--- src/rtl/cpu8_register_alu_execute_unit_defines.svh ---
// Assertion macros shared by the execute unit RTL.
// Included by files that carry concurrent checks; no other dependencies.
`ifndef CPU8_REGISTER_ALU_EXECUTE_UNIT_DEFINES_SVH
`define CPU8_REGISTER_ALU_EXECUTE_UNIT_DEFINES_SVH

// Checked on every rising edge, switched off while reset is held.
`define CPU8_ASSERT_CLK(lbl, clk, rst_n, prop, msg) \
  lbl: assert property (@(posedge clk) disable iff (!rst_n) prop) else $error(msg);

// Checked on every rising edge, including reset cycles.
`define CPU8_ASSERT_ALWAYS(lbl, clk, prop, msg) \
  lbl: assert property (@(posedge clk) prop) else $error(msg);

`endif

--- src/rtl/cpu8_pkg.sv ---
// Types, operation codes and flag helpers for the 8-bit execute unit.
// No dependencies; used by every module of the block.
package cpu8_pkg;

  typedef struct packed {
    logic [5:0] command;
    logic [7:0] operand;
    logic       on_accumulator;
  } in_item_t;

  typedef struct packed {
    logic [7:0] write_data;
    logic       write_enable;
    logic       push_enable;
    logic [8:0] stack_address;
    logic       branch_taken;
    logic [7:0] status_out;
    logic [7:0] accumulator_out;
    logic [7:0] index_x_out;
    logic [7:0] index_y_out;
  } out_item_t;

  // Programmer-visible registers.
  typedef struct packed {
    logic [7:0] a;
    logic [7:0] x;
    logic [7:0] y;
    logic [7:0] p;
    logic [7:0] sp;
  } arch_t;

  // Handshake between the execute logic and the register file.
  typedef struct packed {
    logic  commit;
    arch_t arch;
  } arch_upd_t;

  localparam logic [7:0] SP_RESET  = 8'hFD;
  localparam logic [7:0] PUSH_BITS = 8'h30;
  localparam logic [7:0] ONE_BIT   = 8'h20;

  localparam int unsigned FLAG_C = 0;
  localparam int unsigned FLAG_Z = 1;
  localparam int unsigned FLAG_I = 2;
  localparam int unsigned FLAG_D = 3;
  localparam int unsigned FLAG_V = 6;
  localparam int unsigned FLAG_N = 7;

  localparam logic [5:0] CMD_ADC = 6'd0;
  localparam logic [5:0] CMD_AND = 6'd1;
  localparam logic [5:0] CMD_ASL = 6'd2;
  localparam logic [5:0] CMD_BCC = 6'd3;
  localparam logic [5:0] CMD_BCS = 6'd4;
  localparam logic [5:0] CMD_BEQ = 6'd5;
  localparam logic [5:0] CMD_BIT = 6'd6;
  localparam logic [5:0] CMD_BMI = 6'd7;
  localparam logic [5:0] CMD_BNE = 6'd8;
  localparam logic [5:0] CMD_BPL = 6'd9;
  localparam logic [5:0] CMD_BRK = 6'd10;
  localparam logic [5:0] CMD_BVC = 6'd11;
  localparam logic [5:0] CMD_BVS = 6'd12;
  localparam logic [5:0] CMD_CLC = 6'd13;
  localparam logic [5:0] CMD_CLD = 6'd14;
  localparam logic [5:0] CMD_CLI = 6'd15;
  localparam logic [5:0] CMD_CLV = 6'd16;
  localparam logic [5:0] CMD_CMP = 6'd17;
  localparam logic [5:0] CMD_CPX = 6'd18;
  localparam logic [5:0] CMD_CPY = 6'd19;
  localparam logic [5:0] CMD_DEC = 6'd20;
  localparam logic [5:0] CMD_DEX = 6'd21;
  localparam logic [5:0] CMD_DEY = 6'd22;
  localparam logic [5:0] CMD_EOR = 6'd23;
  localparam logic [5:0] CMD_INC = 6'd24;
  localparam logic [5:0] CMD_INX = 6'd25;
  localparam logic [5:0] CMD_INY = 6'd26;
  localparam logic [5:0] CMD_LDA = 6'd29;
  localparam logic [5:0] CMD_LDX = 6'd30;
  localparam logic [5:0] CMD_LDY = 6'd31;
  localparam logic [5:0] CMD_LSR = 6'd32;
  localparam logic [5:0] CMD_ORA = 6'd34;
  localparam logic [5:0] CMD_PHA = 6'd35;
  localparam logic [5:0] CMD_PHP = 6'd36;
  localparam logic [5:0] CMD_PLA = 6'd37;
  localparam logic [5:0] CMD_PLP = 6'd38;
  localparam logic [5:0] CMD_ROL = 6'd39;
  localparam logic [5:0] CMD_ROR = 6'd40;
  localparam logic [5:0] CMD_SBC = 6'd43;
  localparam logic [5:0] CMD_SEC = 6'd44;
  localparam logic [5:0] CMD_SED = 6'd45;
  localparam logic [5:0] CMD_SEI = 6'd46;
  localparam logic [5:0] CMD_STA = 6'd47;
  localparam logic [5:0] CMD_STX = 6'd48;
  localparam logic [5:0] CMD_STY = 6'd49;
  localparam logic [5:0] CMD_TAX = 6'd50;
  localparam logic [5:0] CMD_TAY = 6'd51;
  localparam logic [5:0] CMD_TSX = 6'd52;
  localparam logic [5:0] CMD_TXA = 6'd53;
  localparam logic [5:0] CMD_TXS = 6'd54;
  localparam logic [5:0] CMD_TYA = 6'd55;

  // Updates N and Z from a result byte, leaving the other flags alone.
  function automatic logic [7:0] set_nz(input logic [7:0] p, input logic [7:0] v);
    logic [7:0] r;
    r         = p;
    r[FLAG_Z] = (v == 8'h00);
    r[FLAG_N] = v[7];
    return r;
  endfunction

endpackage

--- src/rtl/cpu8_exec.sv ---
// Combinational execute logic: one decoded operation against the current registers.
// Depends on cpu8_pkg for the item, register and operation code definitions.
module cpu8_exec (
  input  cpu8_pkg::in_item_t  item,
  input  cpu8_pkg::arch_t     cur,
  output cpu8_pkg::arch_t     nxt,
  output cpu8_pkg::out_item_t result
);

  logic [7:0] m;
  logic [7:0] add_op;
  logic [8:0] sum;
  logic [7:0] cmp_reg;
  logic [8:0] diff;
  logic [7:0] src;
  logic [7:0] sh_res;
  logic       sh_c;
  logic [7:0] wdata;
  logic       we;
  logic       push;
  logic       br;

  assign m = item.operand;

  // SBC is ADC of the inverted operand; the carry acts as the borrow complement.
  assign add_op = (item.command == cpu8_pkg::CMD_SBC) ? ~m : m;
  assign sum    = {1'b0, cur.a} + {1'b0, add_op} + {8'd0, cur.p[cpu8_pkg::FLAG_C]};

  always_comb begin
    case (item.command)
      cpu8_pkg::CMD_CPX: cmp_reg = cur.x;
      cpu8_pkg::CMD_CPY: cmp_reg = cur.y;
      default:           cmp_reg = cur.a;
    endcase
  end

  assign diff = {1'b0, cmp_reg} - {1'b0, m};
  assign src  = item.on_accumulator ? cur.a : m;

  always_comb begin
    case (item.command)
      cpu8_pkg::CMD_ASL: begin
        sh_res = {src[6:0], 1'b0};
        sh_c   = src[7];
      end
      cpu8_pkg::CMD_ROL: begin
        sh_res = {src[6:0], cur.p[cpu8_pkg::FLAG_C]};
        sh_c   = src[7];
      end
      cpu8_pkg::CMD_ROR: begin
        sh_res = {cur.p[cpu8_pkg::FLAG_C], src[7:1]};
        sh_c   = src[0];
      end
      default: begin
        sh_res = {1'b0, src[7:1]};
        sh_c   = src[0];
      end
    endcase
  end

  always_comb begin
    nxt   = cur;
    wdata = 8'h00;
    we    = 1'b0;
    push  = 1'b0;
    br    = 1'b0;
    case (item.command)
      cpu8_pkg::CMD_ADC, cpu8_pkg::CMD_SBC: begin
        nxt.a                   = sum[7:0];
        nxt.p                   = cpu8_pkg::set_nz(cur.p, sum[7:0]);
        nxt.p[cpu8_pkg::FLAG_C] = sum[8];
        nxt.p[cpu8_pkg::FLAG_V] = ~(cur.a[7] ^ add_op[7]) & (cur.a[7] ^ sum[7]);
      end
      cpu8_pkg::CMD_AND: begin
        nxt.a = cur.a & m;
        nxt.p = cpu8_pkg::set_nz(cur.p, cur.a & m);
      end
      cpu8_pkg::CMD_EOR: begin
        nxt.a = cur.a ^ m;
        nxt.p = cpu8_pkg::set_nz(cur.p, cur.a ^ m);
      end
      cpu8_pkg::CMD_ORA: begin
        nxt.a = cur.a | m;
        nxt.p = cpu8_pkg::set_nz(cur.p, cur.a | m);
      end
      cpu8_pkg::CMD_ASL, cpu8_pkg::CMD_LSR, cpu8_pkg::CMD_ROL, cpu8_pkg::CMD_ROR: begin
        nxt.p                   = cpu8_pkg::set_nz(cur.p, sh_res);
        nxt.p[cpu8_pkg::FLAG_C] = sh_c;
        if (item.on_accumulator) begin
          nxt.a = sh_res;
        end else begin
          wdata = sh_res;
          we    = 1'b1;
        end
      end
      cpu8_pkg::CMD_BCC: br = ~cur.p[cpu8_pkg::FLAG_C];
      cpu8_pkg::CMD_BCS: br = cur.p[cpu8_pkg::FLAG_C];
      cpu8_pkg::CMD_BEQ: br = cur.p[cpu8_pkg::FLAG_Z];
      cpu8_pkg::CMD_BMI: br = cur.p[cpu8_pkg::FLAG_N];
      cpu8_pkg::CMD_BNE: br = ~cur.p[cpu8_pkg::FLAG_Z];
      cpu8_pkg::CMD_BPL: br = ~cur.p[cpu8_pkg::FLAG_N];
      cpu8_pkg::CMD_BVC: br = ~cur.p[cpu8_pkg::FLAG_V];
      cpu8_pkg::CMD_BVS: br = cur.p[cpu8_pkg::FLAG_V];
      cpu8_pkg::CMD_BIT: begin
        nxt.p[cpu8_pkg::FLAG_Z] = ((cur.a & m) == 8'h00);
        nxt.p[cpu8_pkg::FLAG_V] = m[6];
        nxt.p[cpu8_pkg::FLAG_N] = m[7];
      end
      cpu8_pkg::CMD_BRK, cpu8_pkg::CMD_PHP: begin
        wdata  = cur.p | cpu8_pkg::PUSH_BITS;
        push   = 1'b1;
        nxt.sp = cur.sp - 8'd1;
        if (item.command == cpu8_pkg::CMD_BRK) begin
          nxt.p[cpu8_pkg::FLAG_I] = 1'b1;
        end
      end
      cpu8_pkg::CMD_PHA: begin
        wdata  = cur.a;
        push   = 1'b1;
        nxt.sp = cur.sp - 8'd1;
      end
      cpu8_pkg::CMD_PLA: begin
        nxt.sp = cur.sp + 8'd1;
        nxt.a  = m;
        nxt.p  = cpu8_pkg::set_nz(cur.p, m);
      end
      cpu8_pkg::CMD_PLP: begin
        nxt.sp = cur.sp + 8'd1;
        nxt.p  = m & ~cpu8_pkg::PUSH_BITS;
      end
      cpu8_pkg::CMD_CLC: nxt.p[cpu8_pkg::FLAG_C] = 1'b0;
      cpu8_pkg::CMD_CLD: nxt.p[cpu8_pkg::FLAG_D] = 1'b0;
      cpu8_pkg::CMD_CLI: nxt.p[cpu8_pkg::FLAG_I] = 1'b0;
      cpu8_pkg::CMD_CLV: nxt.p[cpu8_pkg::FLAG_V] = 1'b0;
      cpu8_pkg::CMD_SEC: nxt.p[cpu8_pkg::FLAG_C] = 1'b1;
      cpu8_pkg::CMD_SED: nxt.p[cpu8_pkg::FLAG_D] = 1'b1;
      cpu8_pkg::CMD_SEI: nxt.p[cpu8_pkg::FLAG_I] = 1'b1;
      cpu8_pkg::CMD_CMP, cpu8_pkg::CMD_CPX, cpu8_pkg::CMD_CPY: begin
        nxt.p[cpu8_pkg::FLAG_C] = ~diff[8];
        nxt.p[cpu8_pkg::FLAG_Z] = (cmp_reg == m);
        nxt.p[cpu8_pkg::FLAG_N] = diff[7];
      end
      cpu8_pkg::CMD_DEC: begin
        wdata = m - 8'd1;
        we    = 1'b1;
        nxt.p = cpu8_pkg::set_nz(cur.p, m - 8'd1);
      end
      cpu8_pkg::CMD_INC: begin
        wdata = m + 8'd1;
        we    = 1'b1;
        nxt.p = cpu8_pkg::set_nz(cur.p, m + 8'd1);
      end
      cpu8_pkg::CMD_DEX: begin
        nxt.x = cur.x - 8'd1;
        nxt.p = cpu8_pkg::set_nz(cur.p, cur.x - 8'd1);
      end
      cpu8_pkg::CMD_DEY: begin
        nxt.y = cur.y - 8'd1;
        nxt.p = cpu8_pkg::set_nz(cur.p, cur.y - 8'd1);
      end
      cpu8_pkg::CMD_INX: begin
        nxt.x = cur.x + 8'd1;
        nxt.p = cpu8_pkg::set_nz(cur.p, cur.x + 8'd1);
      end
      cpu8_pkg::CMD_INY: begin
        nxt.y = cur.y + 8'd1;
        nxt.p = cpu8_pkg::set_nz(cur.p, cur.y + 8'd1);
      end
      cpu8_pkg::CMD_LDA: begin
        nxt.a = m;
        nxt.p = cpu8_pkg::set_nz(cur.p, m);
      end
      cpu8_pkg::CMD_LDX: begin
        nxt.x = m;
        nxt.p = cpu8_pkg::set_nz(cur.p, m);
      end
      cpu8_pkg::CMD_LDY: begin
        nxt.y = m;
        nxt.p = cpu8_pkg::set_nz(cur.p, m);
      end
      cpu8_pkg::CMD_STA: begin
        wdata = cur.a;
        we    = 1'b1;
      end
      cpu8_pkg::CMD_STX: begin
        wdata = cur.x;
        we    = 1'b1;
      end
      cpu8_pkg::CMD_STY: begin
        wdata = cur.y;
        we    = 1'b1;
      end
      cpu8_pkg::CMD_TAX: begin
        nxt.x = cur.a;
        nxt.p = cpu8_pkg::set_nz(cur.p, cur.a);
      end
      cpu8_pkg::CMD_TAY: begin
        nxt.y = cur.a;
        nxt.p = cpu8_pkg::set_nz(cur.p, cur.a);
      end
      cpu8_pkg::CMD_TSX: begin
        nxt.x = cur.sp;
        nxt.p = cpu8_pkg::set_nz(cur.p, cur.sp);
      end
      cpu8_pkg::CMD_TXA: begin
        nxt.a = cur.x;
        nxt.p = cpu8_pkg::set_nz(cur.p, cur.x);
      end
      cpu8_pkg::CMD_TXS: nxt.sp = cur.x;
      cpu8_pkg::CMD_TYA: begin
        nxt.a = cur.y;
        nxt.p = cpu8_pkg::set_nz(cur.p, cur.y);
      end
      default: ;
    endcase
  end

  // A push reports the slot it writes; everything else reports the pointer after the step.
  always_comb begin
    result.write_data      = wdata;
    result.write_enable    = we;
    result.push_enable     = push;
    result.stack_address   = {1'b1, (push ? cur.sp : nxt.sp)};
    result.branch_taken    = br;
    result.status_out      = nxt.p | cpu8_pkg::ONE_BIT;
    result.accumulator_out = nxt.a;
    result.index_x_out     = nxt.x;
    result.index_y_out     = nxt.y;
  end

endmodule

--- src/rtl/cpu8_state.sv ---
// Architectural register file: A, X, Y, status and stack pointer.
// Depends on cpu8_pkg; updated once per committed operation.
module cpu8_state (
  input  logic                clk,
  input  logic                rst_n,
  input  cpu8_pkg::arch_upd_t upd,
  output cpu8_pkg::arch_t     arch
);

  cpu8_pkg::arch_t arch_r;
  cpu8_pkg::arch_t arch_nxt;

  assign arch_nxt = upd.commit ? upd.arch : arch_r;

  always_ff @(posedge clk) begin
    if (!rst_n) begin
      arch_r.a  <= 8'h00;
      arch_r.x  <= 8'h00;
      arch_r.y  <= 8'h00;
      arch_r.p  <= 8'h00;
      arch_r.sp <= cpu8_pkg::SP_RESET;
    end else begin
      arch_r <= arch_nxt;
    end
  end

  assign arch = arch_r;

endmodule

--- src/rtl/cpu8_register_alu_execute_unit.sv ---
// Each accepted operation passes through the input register and then the result register.
// Throughput: one operation per cycle while the result side keeps up.
// The only serial dependency is the register file, written as each operation leaves
// the input register, so the next operation reads the updated registers.
// Reset: synchronous, active low; A, X, Y and status clear, stack pointer goes to 0xFD,
// and both the input and result registers come up empty.
`include "cpu8_register_alu_execute_unit_defines.svh"

module cpu8_register_alu_execute_unit (
  input  logic                clk,
  input  logic                rst_n,
  input  logic                in_valid,
  output logic                in_stall,
  input  cpu8_pkg::in_item_t  in_item,
  output logic                out_valid,
  input  logic                out_stall,
  output cpu8_pkg::out_item_t out_item
);

  logic                s1_vld_r;
  logic                s1_vld_nxt;
  cpu8_pkg::in_item_t  s1_item_r;
  logic                out_vld_r;
  logic                out_vld_nxt;
  cpu8_pkg::out_item_t out_item_r;
  logic                in_xfer;
  logic                move;
  cpu8_pkg::arch_t     arch_cur;
  cpu8_pkg::arch_t     arch_new;
  cpu8_pkg::out_item_t exec_res;
  cpu8_pkg::arch_upd_t upd;

  // The operation in the input register executes once the result register is free.
  assign move        = s1_vld_r & (~out_vld_r | ~out_stall);
  assign in_stall    = ~rst_n | (s1_vld_r & ~move);
  assign in_xfer     = in_valid & ~in_stall;
  assign s1_vld_nxt  = in_xfer | (s1_vld_r & ~move);
  assign out_vld_nxt = move | (out_vld_r & out_stall);

  always_ff @(posedge clk) begin
    if (!rst_n) begin
      s1_vld_r  <= 1'b0;
      out_vld_r <= 1'b0;
    end else begin
      s1_vld_r  <= s1_vld_nxt;
      out_vld_r <= out_vld_nxt;
    end
  end

  always_ff @(posedge clk) begin
    if (in_xfer) begin
      s1_item_r <= in_item;
    end
    if (move) begin
      out_item_r <= exec_res;
    end
  end

  cpu8_exec u_exec (
    .item   (s1_item_r),
    .cur    (arch_cur),
    .nxt    (arch_new),
    .result (exec_res)
  );

  assign upd = '{commit: move, arch: arch_new};

  cpu8_state u_state (
    .clk   (clk),
    .rst_n (rst_n),
    .upd   (upd),
    .arch  (arch_cur)
  );

  assign out_valid = out_vld_r;
  assign out_item  = out_item_r;

  `CPU8_ASSERT_CLK(a_result_matches_regs, clk, rst_n, move |=> (out_item_r.accumulator_out == arch_cur.a && out_item_r.index_x_out == arch_cur.x && out_item_r.index_y_out == arch_cur.y), "result registers disagree with register file")
  `CPU8_ASSERT_CLK(a_push_slot, clk, rst_n, (move && exec_res.push_enable) |=> (out_item_r.stack_address[7:0] == arch_cur.sp + 8'd1), "push address does not sit above the new stack pointer")
  `CPU8_ASSERT_CLK(a_one_strobe, clk, rst_n, out_vld_r |-> !(out_item_r.write_enable && out_item_r.push_enable), "store and push strobes both set")
  `CPU8_ASSERT_CLK(a_held_item, clk, rst_n, (s1_vld_r && !move) |=> (s1_vld_r && $stable(s1_item_r)), "waiting operation lost or changed")
  `CPU8_ASSERT_ALWAYS(a_reset_empties, clk, !rst_n |=> (!s1_vld_r && !out_vld_r), "input or result register not empty after reset")

endmodule

--- config.mk ---
export PLATFORM = sky130hd
export DESIGN_NAME = cpu8_register_alu_execute_unit
export DESIGN_NICKNAME = d
export VERILOG_FILES = /design/src/rtl/cpu8_pkg.sv /design/src/rtl/cpu8_exec.sv /design/src/rtl/cpu8_state.sv /design/src/rtl/cpu8_register_alu_execute_unit.sv
export VERILOG_INCLUDE_DIRS = /design/src /design/src/rtl
export SDC_FILE = /design/constraint.sdc
export NUM_CORES = 1
export LEC_CHECK = 0
export BUFFER_PORTS_ARGS = -buffer_cell sky130_fd_sc_hd__buf_2
export CORE_MARGIN = 5
export CORE_UTILIZATION = 54
export DETAILED_ROUTE_END_ITERATION = 10
export PLACE_DENSITY_LB_ADDON = 0.2
export SLEW_MARGIN = 25
export SYNTH_ARGS = -nofsm -noshare
export SYNTH_HDL_FRONTEND = slang
export SYNTH_HIERARCHICAL = 1
export SYNTH_SLANG_ARGS = --single-unit
--- constraint.sdc ---
create_clock -name clk -period 12.1 [get_ports clk]
set_input_delay 0.605 -clock clk [delete_from_list [all_inputs] [get_ports clk]]
set_output_delay 0.605 -clock clk [all_outputs]
set_load 0.01 [all_outputs]
# --- Word level (Yosys, flattened, before mapping) ---
# Cells that the tools add are included.
totals:
  ff_bits: 106
  in_bits: 19
  out_inout_bits: 54
  wordCells: 164
classes:
  add_sub_neg: 11
  n_eq_ne: 51
  n_mux: 25
  n_bitwise: 26
  reduce_logical: 32
op_table:
  columns: ["cell", "n"]
  rows:
  - ["zero test 8 bit", 16]
  - ["equality test 6 bit (second input constant)", 21]
  - ["equality test 6 x 5 -> 1 bit (second input constant)", 14]
  - ["one-hot mux 8 bit (8 select lines)", 1]
  - ["one-hot mux 8 bit (7 select lines)", 1]
  - ["equality test 6 x 4 -> 1 bit (second input constant)", 8]
  - ["one-hot mux 8 bit (3 select lines)", 2]
  - ["two-way mux 8 bit", 5]
  - ["one-hot mux 8 bit (5 select lines)", 1]
  - ["adder 8 x 1 -> 8 bit (second input constant)", 4]
  - ["one-hot mux 8 bit (4 select lines)", 1]
  - ["subtractor 8 x 1 -> 8 bit (second input constant)", 4]
  - ["equality test 6 x 3 -> 1 bit (second input constant)", 4]
  - ["one-hot mux 1 bit (18 select lines)", 1]
  - ["OR reduction 2 bit", 9]
  - ["one-hot mux 1 bit (17 select lines)", 1]
  - ["one-hot mux 8 bit (2 select lines)", 1]
  - ["equality test 6 x 2 -> 1 bit (second input constant)", 2]
  - ["NOT 1 bit", 11]
  - ["adder 8 x 8 -> 9 bit", 1]
  - ["adder 9 x 1 -> 9 bit", 1]
  - ["subtractor 8 x 8 -> 9 bit", 1]
  - ["bitwise AND 8 bit", 1]
  - ["equality test 8 bit", 1]
  - ["18 further kinds", 33]

# --- Logic depth before layout (Yosys ltp) ---
# Gate-level depths: netlist (run 1).
depth:
  ltp_word: 9
  depth_mapped: 19
  mapped_depth_nobuf: 17

# --- By module ---
# The synthesis (run 1) kept the hierarchy.
by_module_without_submodules:
  columns: ["module", "n_inst", "cells_per_inst", "area_per_inst_um2", "seq_area_each_um2"]
  rows:
  - ["cpu8_exec", 1, 840, 5562.8, 0.0]
  - ["cpu8_register_alu_execute_unit", 1, 78, 2099.5, 2052.0]
  - ["cpu8_state", 1, 129, 1540.2, 800.8]

# --- Least setup slack after synthesis (run 1) ---
# No wires, ideal clock.
synth_path:
  path_kind: "input -> register"
  start: "in out_stall"
  end: "reg u_state.arch_r (netlist bit u_state/arch[0])"
  setup_time_ns: 0.128
  arrival_time_ns: 5.274
  required_ns: 11.972
  slack_ns: 6.698
  stages: 5
  n_path_buf: 2
  path_cell_list: "a21boi_0 > buf_6 > buf_12 > mux2i_1 > nand2_1"
synth_between:
  elab_chain_len: 3
synth_rtl:
  columns: ["element", "line", "source"]
  rows:
  - ["start, declared", "cpu8_register_alu_execute_unit.sv:16", "input logic out_stall,"]
  - ["NOT 1 bit", "cpu8_register_alu_execute_unit.sv:34", "assign move = s1_vld_r & (~out_vld_r | ~out_stall);"]
  - ["bitwise OR 1 bit", "cpu8_register_alu_execute_unit.sv:34", null]
  - ["bitwise AND 1 bit", "cpu8_register_alu_execute_unit.sv:34", null]
  - ["end signal, assigned", "cpu8_state.sv:23", "arch_r <= arch_nxt;"]
  - ["end, declared", "cpu8_state.sv:10", "cpu8_pkg::arch_t arch_r;"]
# Every way passes these cells.
# A chain may end at the register's enable or synchronous reset.

==> results of run 1 <==
## critical path, stage by stage, from the launching register on
cell and delay (ns):
edfxtp_1 0.93, nor2b_1 0.52, nand3_1 0.27, nor2_1 0.81, xnor2_1 0.21, fa_1 0.23, inv_1 0.06, fa_1 0.41
a211oi_1 0.22, nor2_1 0.09, o21a_1 0.18, nor2_1 0.11, xnor2_1 0.10, or4_1 0.57, a32oi_1 0.26, mux2i_1 0.11
nor2b_1 0.13
## final cells by class
| type | count | area [sq um] | area share |
|---|---|---|---|
| inverters | 33 | 124 | 0.0129 |
| clock inverters | 7 | 60.1 | 0.00624 |
| repair buffers | 93 | 538 | 0.0559 |
| clock buffers | 9 | 225 | 0.0234 |
| well taps | 220 | 275 | 0.0286 |
| flip-flops and latches | 108 | 2830 | 0.294 |
| multi-input cells | 789 | 5570 | 0.579 |
## layer usage
layer,up-vias,global-route usage,share of wire
met5,-,0,0
met4,0,0.143,0.051
met3,125,0.0798,0.12
met2,603,0.435,0.42
met1,3942,0.409,0.41
li1,3848,-,-
## stage by stage
stage	worst slack, ns	hold WS (ns)	power (mW)
after global routing	6.47	0.396	0.867
after detailed placement	6.98	0.497	0.547
final	6.80	0.402	0.835
after global placement	7.11	0.482	0.546
after floorplan	6.70	0.459	0.516
after CTS	6.94	0.399	0.836
## worst min path at each step
| stage | from | endpoint | slack (ns) | cells past startpoint |
|---|---|---|---|---|
| 6_report | in_item[11] | s1_item_r[11] | 0.40 | 1 |
| 4_1_cts | in_item[11] | s1_item_r[11] | 0.40 | 1 |
| 3_5_place_dp | s1_vld_r | s1_vld_r | 0.50 | 2 |
| 5_1_grt | in_item[12] | s1_item_r[12] | 0.40 | 1 |
| 2_1_floorplan | s1_vld_r | s1_vld_r | 0.46 | 2 |
| 3_3_place_gp | s1_vld_r | s1_vld_r | 0.48 | 2 |
## registers in the layout, summed over array words and instances, names as in the netlist
name / flops
out_valid: 1
u_state/arch: 39
s1_item_r: 15
out_item: 52
s1_vld_r: 1
## cells in the final DEF (no fill, tap or decap), types with 30 or more instances in the layout
cell      count
dfxtp_1      41
nor2b_1      47
a21oi_1      53
o21ai_0      42
nor2_1       75
nand2_1      90
inv_1        30
mux2i_1      49
edfxtp_1     67
buf_2        72
xnor2_1      30
ha_1         52
## where the power goes
group	total, mW	internal (mW)	switching, mW	leakage, nW
sequential	0.418	0.404	0.0137	0.954
combinational	0.125	0.0475	0.0777	2.47
clock	0.292	0.143	0.149	0.139
total	0.835	0.595	0.240	3.57
==> impl_metrics.tcl, run 1 <==
set metrics [dict create \
    run_status "complete, but fails checks" \
    violations "design-rule violations" \
    io_pins 73 \
    grt_pass1_vias 7868 \
    wl_per_cell_um 23.8 \
    vias_per_cell 6.77 \
    worst_r2r_path_depth 16 \
    dpl.cell_count 1242 \
    grt_antenna_before_repair 0 \
    vias 8518 \
    crit_start "s1_item_r[14]" \
    path_class "reg -> reg" \
    maxCapViolations 0 \
    cts_hold_buf 0 \
    numCtsBuffers 9 \
    startpoint_type "register" \
    worstPathMaxFanout 30 \
    grt.total_usage 0.298 \
    regToRegEndpoint "u_state/arch[9]" \
    dpl_cell_area_sq_um 9310 \
    leakagePower_nw 3.57 \
    drtIter0Drc 1325 \
    cts_setup_buffers 0 \
    fmaxAchievable_mhz 189 \
    std_cell_rows 47 \
    required_ns 12.41 \
    diodes 0 \
    overflow 0 \
    routed_wl_um 29900 \
    clkLatencyLatePin_ns 0.37 \
    cts_resized 0 \
    cts_root_buffer "clkbuf_16" \
    hpwl_um 21200 \
    finalHoldViolCount 0 \
    syn_area_sq_um 9160 \
    fin_tns_setup_ns 0 \
    drc_errors 1 \
    core-area_sq_um 16600 \
    syn_to_final_growth_pct 5.08 \
    ant_nets 0 \
    post-route-period-util 0.438 \
    setup_violations 0 \
    dr.pass1.iters 11 \
    power.density_nw_per_um2 86.8 \
    final_cell_area_sq_um 9630 \
    ys_warn_count 6 \
    port_buffers 72 \
    slew_headroom 0.264 \
    die-area_sq_um 19700 \
    endpoint_kind "register" \
    cts_sinks 108 \
    min_period_ns 5.30 \
    n_fill_cell 1498 \
    clk_path_buf_depth 2 \
    dieWidth_um 140 \
    endpoint "u_state/arch[9]" \
    maxSlewViolCount 0 \
    nNetsFinal 1108 \
    final_cells 1259 \
    cts_tree "built" \
    avgSynthCellArea_sq_um 8.78 \
    peakVddDrop_uv 81.3 \
    cp.arrival_ns 5.61 \
    finalWeightedCongestion 1.02 \
    final_core_util 0.578 \
    clk_pin_slew_ns 0.08 \
    rr_startpoint "s1_item_r[14]" \
    grt_max_degree 67 \
    regToRegSetupSlack_ns 6.80 \
    grt_pass1_wl_um 45800 \
    hp-class "in -> reg" \
    tightest_slew_ns 1.10 \
    initial_core_util 0.550 \
    syn_inst 1043 \
    htreeDepth 3 \
    drive_gt1_frac 0.132 \
    rsz0062_at_grt "false" \
    finalClockSkew_ns 0.00974 \
    dieHeight_um 140 \
]
Note: power is estimated with default switching activity, not from simulation.
==> run 2, diff against run 1 <==
--- a/config.mk
+++ b/config.mk
@@ -6,6 +6,7 @@
 export SDC_FILE = /design/constraint.sdc
 export NUM_CORES = 1
 export LEC_CHECK = 0
+export ABC_AREA = 1
 export BUFFER_PORTS_ARGS = -buffer_cell sky130_fd_sc_hd__buf_2
 export CORE_MARGIN = 5
 export CORE_UTILIZATION = 54
==> constraint.sdc (replaced) <==
create_clock -name clk -period 4.38 [get_ports clk]
set_input_delay 0.219 -clock clk [delete_from_list [all_inputs] [get_ports clk]]
set_output_delay 0.219 -clock clk [all_outputs]
set_load 0.01 [all_outputs]
==> run 2 against run 1 <==
Effect of this change:
- global-route usage up 3.0 points
- worst setup slack worse by 5.9 ns
- largest cell class unchanged
- the flow now finishes without violations
- critical path depth up 5
- critical path type unchanged
- wire length up 8.4%
- first-iteration DRC count up 2.3%
- cell area down 0.77%
- core utilization up 0.38 points
- critical endpoint is now u_state/arch[8]
==> impl_metrics.tcl, run 2 <==
set metrics [dict create \
    run_status "completed" \
    startpoint_type "register" \
    regToRegSetupSlack_ns 0.91 \
    cts_sinks 108 \
    overflow 0 \
    drive_gt1_frac 0.106 \
    final_cell_mix "nand2_1, nor2_1, inv_1" \
    hp-class "in -> reg" \
    cts_resized 0 \
    post-route-period-util 0.791 \
    syn_area_sq_um 8960 \
    ant_nets 0 \
    dr.pass1.iters 6 \
    cts_tree "built" \
    finalWeightedCongestion 1.08 \
    diodes 0 \
    crit_start "s1_item_r[11]" \
    cts_hold_buf 0 \
    min_from "in_item[2]" \
    port_buffers 72 \
    htreeDepth 3 \
    vias 9252 \
    cp.arrival_ns 3.73 \
    largest_register_ff_count 52 \
    avgSynthCellArea_sq_um 6.92 \
    clkLatencyLatePin_ns 0.37 \
    maxSlewViolCount 0 \
    finalHoldViolCount 0 \
    drc_errors 0 \
    clk_path_buf_depth 2 \
    grt_pass1_vias 8401 \
    tightest_slew_ns 0.944 \
    min_period_ns 3.47 \
    grt.total_usage 0.328 \
    dieWidth_um 139 \
    finalClockSkew_ns 0.00699 \
    peakVddDrop_uv 258 \
    timing.hold.ws_ns 0.0214 \
    drtIter0Drc 1355 \
    routed_wl_um 32400 \
    grt_pass1_wl_um 49100 \
    power.density_nw_per_um2 278 \
    worstPathMaxFanout 14 \
    std_cell_rows 47 \
    cts_root_buffer "clkbuf_16" \
    dpl_cell_area_sq_um 9260 \
    hpwl_um 24800 \
    path_class "reg -> reg" \
    syn_inst 1295 \
    cts_setup_buffers 0 \
    clk_pin_slew_ns 0.08 \
    core-area_sq_um 16400 \
    maxCapViolations 0 \
    dieHeight_um 139 \
    ys_warn_count 6 \
    io_pins 73 \
    final_common_cell "nand2_1" \
    die-area_sq_um 19300 \
    required_ns 4.64 \
    final_cell_area_sq_um 9550 \
    rsz0062_at_grt "false" \
    numCtsBuffers 9 \
    initial_core_util 0.546 \
    fmaxAchievable_mhz 288 \
    endpoint_kind "register" \
    setup_violations 0 \
    leakagePower_nw 4.35 \
    rr_startpoint "s1_item_r[11]" \
    slew_headroom 0.369 \
    grt_max_degree 96 \
    fin_tns_setup_ns 0 \
    nNetsFinal 1393 \
    wl_per_cell_um 21.0 \
    grt_antenna_before_repair 0 \
    vias_per_cell 5.99 \
    syn_to_final_growth_pct 6.58 \
]
-- run 2: cell types whose count changed in the layout (fill, tap and decap cells not counted), moves of 17 or more --
cell and delta:
a222oi_1 -17, inv_1 +104, mux2i_1 -49, nand2_1 +252, nand3_1 +57, nor2_1 +101
nor2b_1 -47, o22ai_1 +20, xnor2_1 -24
-- run 2: critical path, stage by stage, from the launching register on --
cell and delay (ns):
edfxtp_1 0.47, nor2_1 0.32, nand2_1 0.14, inv_1 0.08, nand2_1 0.25, a21oi_1 0.25
a22oi_1 0.10, ha_1 0.34, a21oi_1 0.19, o21ai_0 0.13, nand4_1 0.09, nand2_1 0.07
nand2_1 0.09, nand2_1 0.06, nand2_1 0.15, nand3_1 0.09, a21oi_1 0.12, nand3_1 0.15
inv_1 0.10, nand2_1 0.05, nand2_1 0.07, nor2_1 0.05
-- run 2: path summary, 6_finish.rpt --
kind                          end  cells past startpoint
setup / recovery  u_state/arch[8]                     21
hold / removal       s1_item_r[2]                      1
setup reg to reg  u_state/arch[8]                     21
hold reg to reg          s1_vld_r                      2
-- run 2: where the power goes --
group / internal [mW] / switching (mW)
clock network: 0.413 / 0.409
registers: 1.15 / 0.0870
logic: 0.196 / 0.402
total: 1.76 / 0.898
-- run 2: layout make-up --
class	count	area (sq um)
repair buffers	84	463
clock buffers	10	239
flip-flops and latches	108	2830
inverters	148	556
fillers	1620	6860
clock inverters	6	56.3
multi-input cells	968	5130
well taps	220	275
-- run 2: per-stage QoR --
stage / utilization / power [mW] / worst slack (ns) / instances
2_1_floorplan: - / 1.67 / 0.523 / 1296
3_3_place_gp: 0.564 / 1.83 / 1.07 / 1528
3_5_place_dp: 0.564 / 1.84 / 1.00 / 1528
4_1_cts: 0.582 / 2.65 / 0.995 / 1544
5_1_grt: 0.582 / 2.80 / 0.644 / 1544
6_report: 0.582 / 2.66 / 0.914 / 1544
-- run 2: metal layers --
metal  global-route usage  routed length, um  part of all wire  vias to the layer above
met4                0.153               1670             0.051                        0
li1                     -                  -                 -                     4330
met5                    0                  0                 0                        -
met2                0.475              13400              0.41                      632
met3               0.0683               3750              0.12                      116
met1                0.470              13600              0.42                     4174
==> run 3, diff against run 2 <==
==> constraint.sdc (replaced) <==
create_clock -name clk -period 3 [get_ports clk]
set_input_delay 0.15 -clock clk [delete_from_list [all_inputs] [get_ports clk]]
set_output_delay 0.15 -clock clk [all_outputs]
set_load 0.01 [all_outputs]
==> run 3 against run 2 <==
Effect of this change:
- the run now ends with negative setup slack left
- clock-buffer cell count unchanged
- hold slack improved by 0.030 ns
- core utilization up 5.4 points
- critical path type unchanged
- largest cell class unchanged
==> impl_metrics.tcl, run 3 (same netlist as run 2, synthesis figures left out) <==
set metrics [dict create \
    timing.hold.ws_ns 0.0512 \
    peakVddDrop_uv 340 \
    numCtsBuffers 9 \
    hp-class "in -> reg" \
    rsz0062_at_grt "true" \
    finalClockSkew_ns 0.0190 \
    port_buffers 72 \
    io_pins 73 \
    run_status "complete, but fails checks" \
    grt_max_degree 63 \
    cts_tree "built" \
    wl_per_cell_um 21.0 \
    hpwl_um 26300 \
    core-area_sq_um 16400 \
    slew_headroom 0.485 \
    min_from "in_valid" \
    die-area_sq_um 19300 \
    finalWeightedCongestion 1.04 \
    setup_violations 1 \
    largest_register_ff_count 52 \
    tightest_slew_ns 0.770 \
    dr.pass1.iters 6 \
    final_cell_mix "nand2_1, nor2_1, inv_1" \
    cts_sinks 108 \
    hold_path_end "s1_vld_r" \
    vias 9770 \
    power.density_nw_per_um2 399 \
    regToRegEndpoint "out_item[40]" \
    cts_root_buffer "clkbuf_16" \
    ant_nets 0 \
    grt_antenna_before_repair 0 \
    crit_top_cell "nand2_1" \
    violations "negative setup slack" \
    drive_gt1_frac 0.172 \
    p_int_mw 2.81 \
    clkPwrFrac 0.328 \
    clk_path_buf_depth 2 \
    final_common_cell "nand2_1" \
    path_class "reg -> reg" \
    clk_pin_slew_ns 0.08 \
    leakagePower_nw 4.82 \
    dieWidth_um 139 \
    n_fill_cell 1488 \
    grt_pass1_vias 8750 \
    dieHeight_um 139 \
    vias_per_cell 5.99 \
    worst_r2r_path_depth 15 \
    final_core_util 0.636 \
    clkLatencyLatePin_ns 0.37 \
    path_cells "inv_1 > nand2_1 > nor2_1 > nand2_1 > nand2_4 > clkinvlp_4 > buf_4 > ha_1 > a21oi_1 > o211ai_1 > or2_1 > nand3_1 > nand3_1 > nand2_1 > o21ai_0" \
    p_sw_frac 0.324 \
    diodes 0 \
    regToRegSetupSlack_ns -0.03 \
    critPathMaxStageDelay_ns 0.48 \
    fin_tns_setup_ns -0.0275 \
    startpoint_type "register" \
    whs_path_depth 3 \
    p_total_mw 4.16 \
    cp.arrival_ns 3.14 \
    fmaxAchievable_mhz 330 \
    grt_pass1_wl_um 51300 \
    drc_errors 0 \
    syn_to_final_growth_pct 16.4 \
    min_period_ns 3.03 \
    endpoint_kind "register" \
    setup_slack_ns -0.0275 \
    drtIter0Drc 1390 \
    pwr-share-seq 0.425 \
    overflow 0 \
    p_sw_mw 1.35 \
    nNetsFinal 1479 \
    initial_core_util 0.546 \
    maxCapViolations 0 \
    required_ns 3.11 \
    routed_wl_um 34200 \
    cpMaxStageDelayCell "edfxtp_1" \
    maxSlewViolCount 0 \
    grt.total_usage 0.343 \
    combPwrFrac 0.247 \
    worstPathMaxFanout 6 \
    htreeDepth 3 \
    finalHoldViolCount 0 \
    std_cell_rows 47 \
    rr_startpoint "s1_item_r[12]" \
    post-route-period-util 1.01 \
]
==> run 3: what timing repair did <==
item,in CTS,in global routing
gates resized for setup,0,36
buffers inserted,0,6
endpoints found under the hold margin,15,0
hold buffers,15,0
endpoints found under the setup margin,0,23
==> run 3: worst max path at each step <==
stage	depth (start not counted)	startpoint	to	slack (ns)
detailed placement	20	s1_item_r[11]	u_state/arch[9]	0.04
global placement	22	s1_item_r[11]	out_item[25]	0.05
finish	15	s1_item_r[12]	out_item[40]	-0.03
global route	20	s1_item_r[11]	u_state/arch[9]	-0.26
floorplan	19	s1_item_r[13]	u_state/arch[9]	0.13
CTS	20	s1_item_r[11]	u_state/arch[9]	0.02
==> run 3: layout make-up <==
| class | instances | area [sq um] | share of cell area |
|---|---|---|---|
| multi-input combinational | 968 | 5270 | 0.505 |
| sequential | 108 | 2830 | 0.272 |
| timing repair buffer | 170 | 1160 | 0.111 |
| clock inverter | 6 | 93.8 | 0.00900 |
| tap | 220 | 275 | 0.0264 |
| inverter | 148 | 559 | 0.0536 |
| clock buffer | 10 | 239 | 0.0229 |
==> run 3: power groups by stage <==
stage | combinational (mW) | sequential, mW | clock [mW]
6_report | 1.03 | 1.77 | 1.36
2_1_floorplan | 0.653 | 1.79 | 0
3_5_place_dp | 0.940 | 1.80 | 0
4_1_cts | 0.959 | 1.77 | 1.37
3_3_place_gp | 0.931 | 1.79 | 0
5_1_grt | 1.12 | 1.78 | 1.44
==> run 3: worst max-delay path: cells and delay by family, from the launching register on <==
| family | cells | cell delay, ns |
|---|---|---|
| buffers and inverters | 3 | 0.57 |
| AND/OR/NAND/NOR | 8 | 1.01 |
| AO/OA/AOI/OAI | 3 | 0.38 |
| flip-flops | 1 | 0.48 |
| adder cells (fa/ha/maj) | 1 | 0.32 |
==> run 3: through the flow <==
step | instance area [sq um] | worst slack [ns] | cells
6_report | 10400 | -0.0275 | 1630
5_1_grt | 10400 | -0.264 | 1630
4_1_cts | 10200 | 0.0214 | 1624
3_5_place_dp | 9760 | 0.0387 | 1593
3_3_place_gp | 9760 | 0.0528 | 1593
2_1_floorplan | 8970 | 0.126 | 1296
==> run 3: layer usage <==
metal  global-route usage  part of all wire  vias to the layer above
li1                     -                 -                     4512
met1                0.486              0.40                     4439
met2                0.509              0.43                      699
met3               0.0724              0.13                      120
met4                0.144             0.046                        0
met5                    0                 0                        -
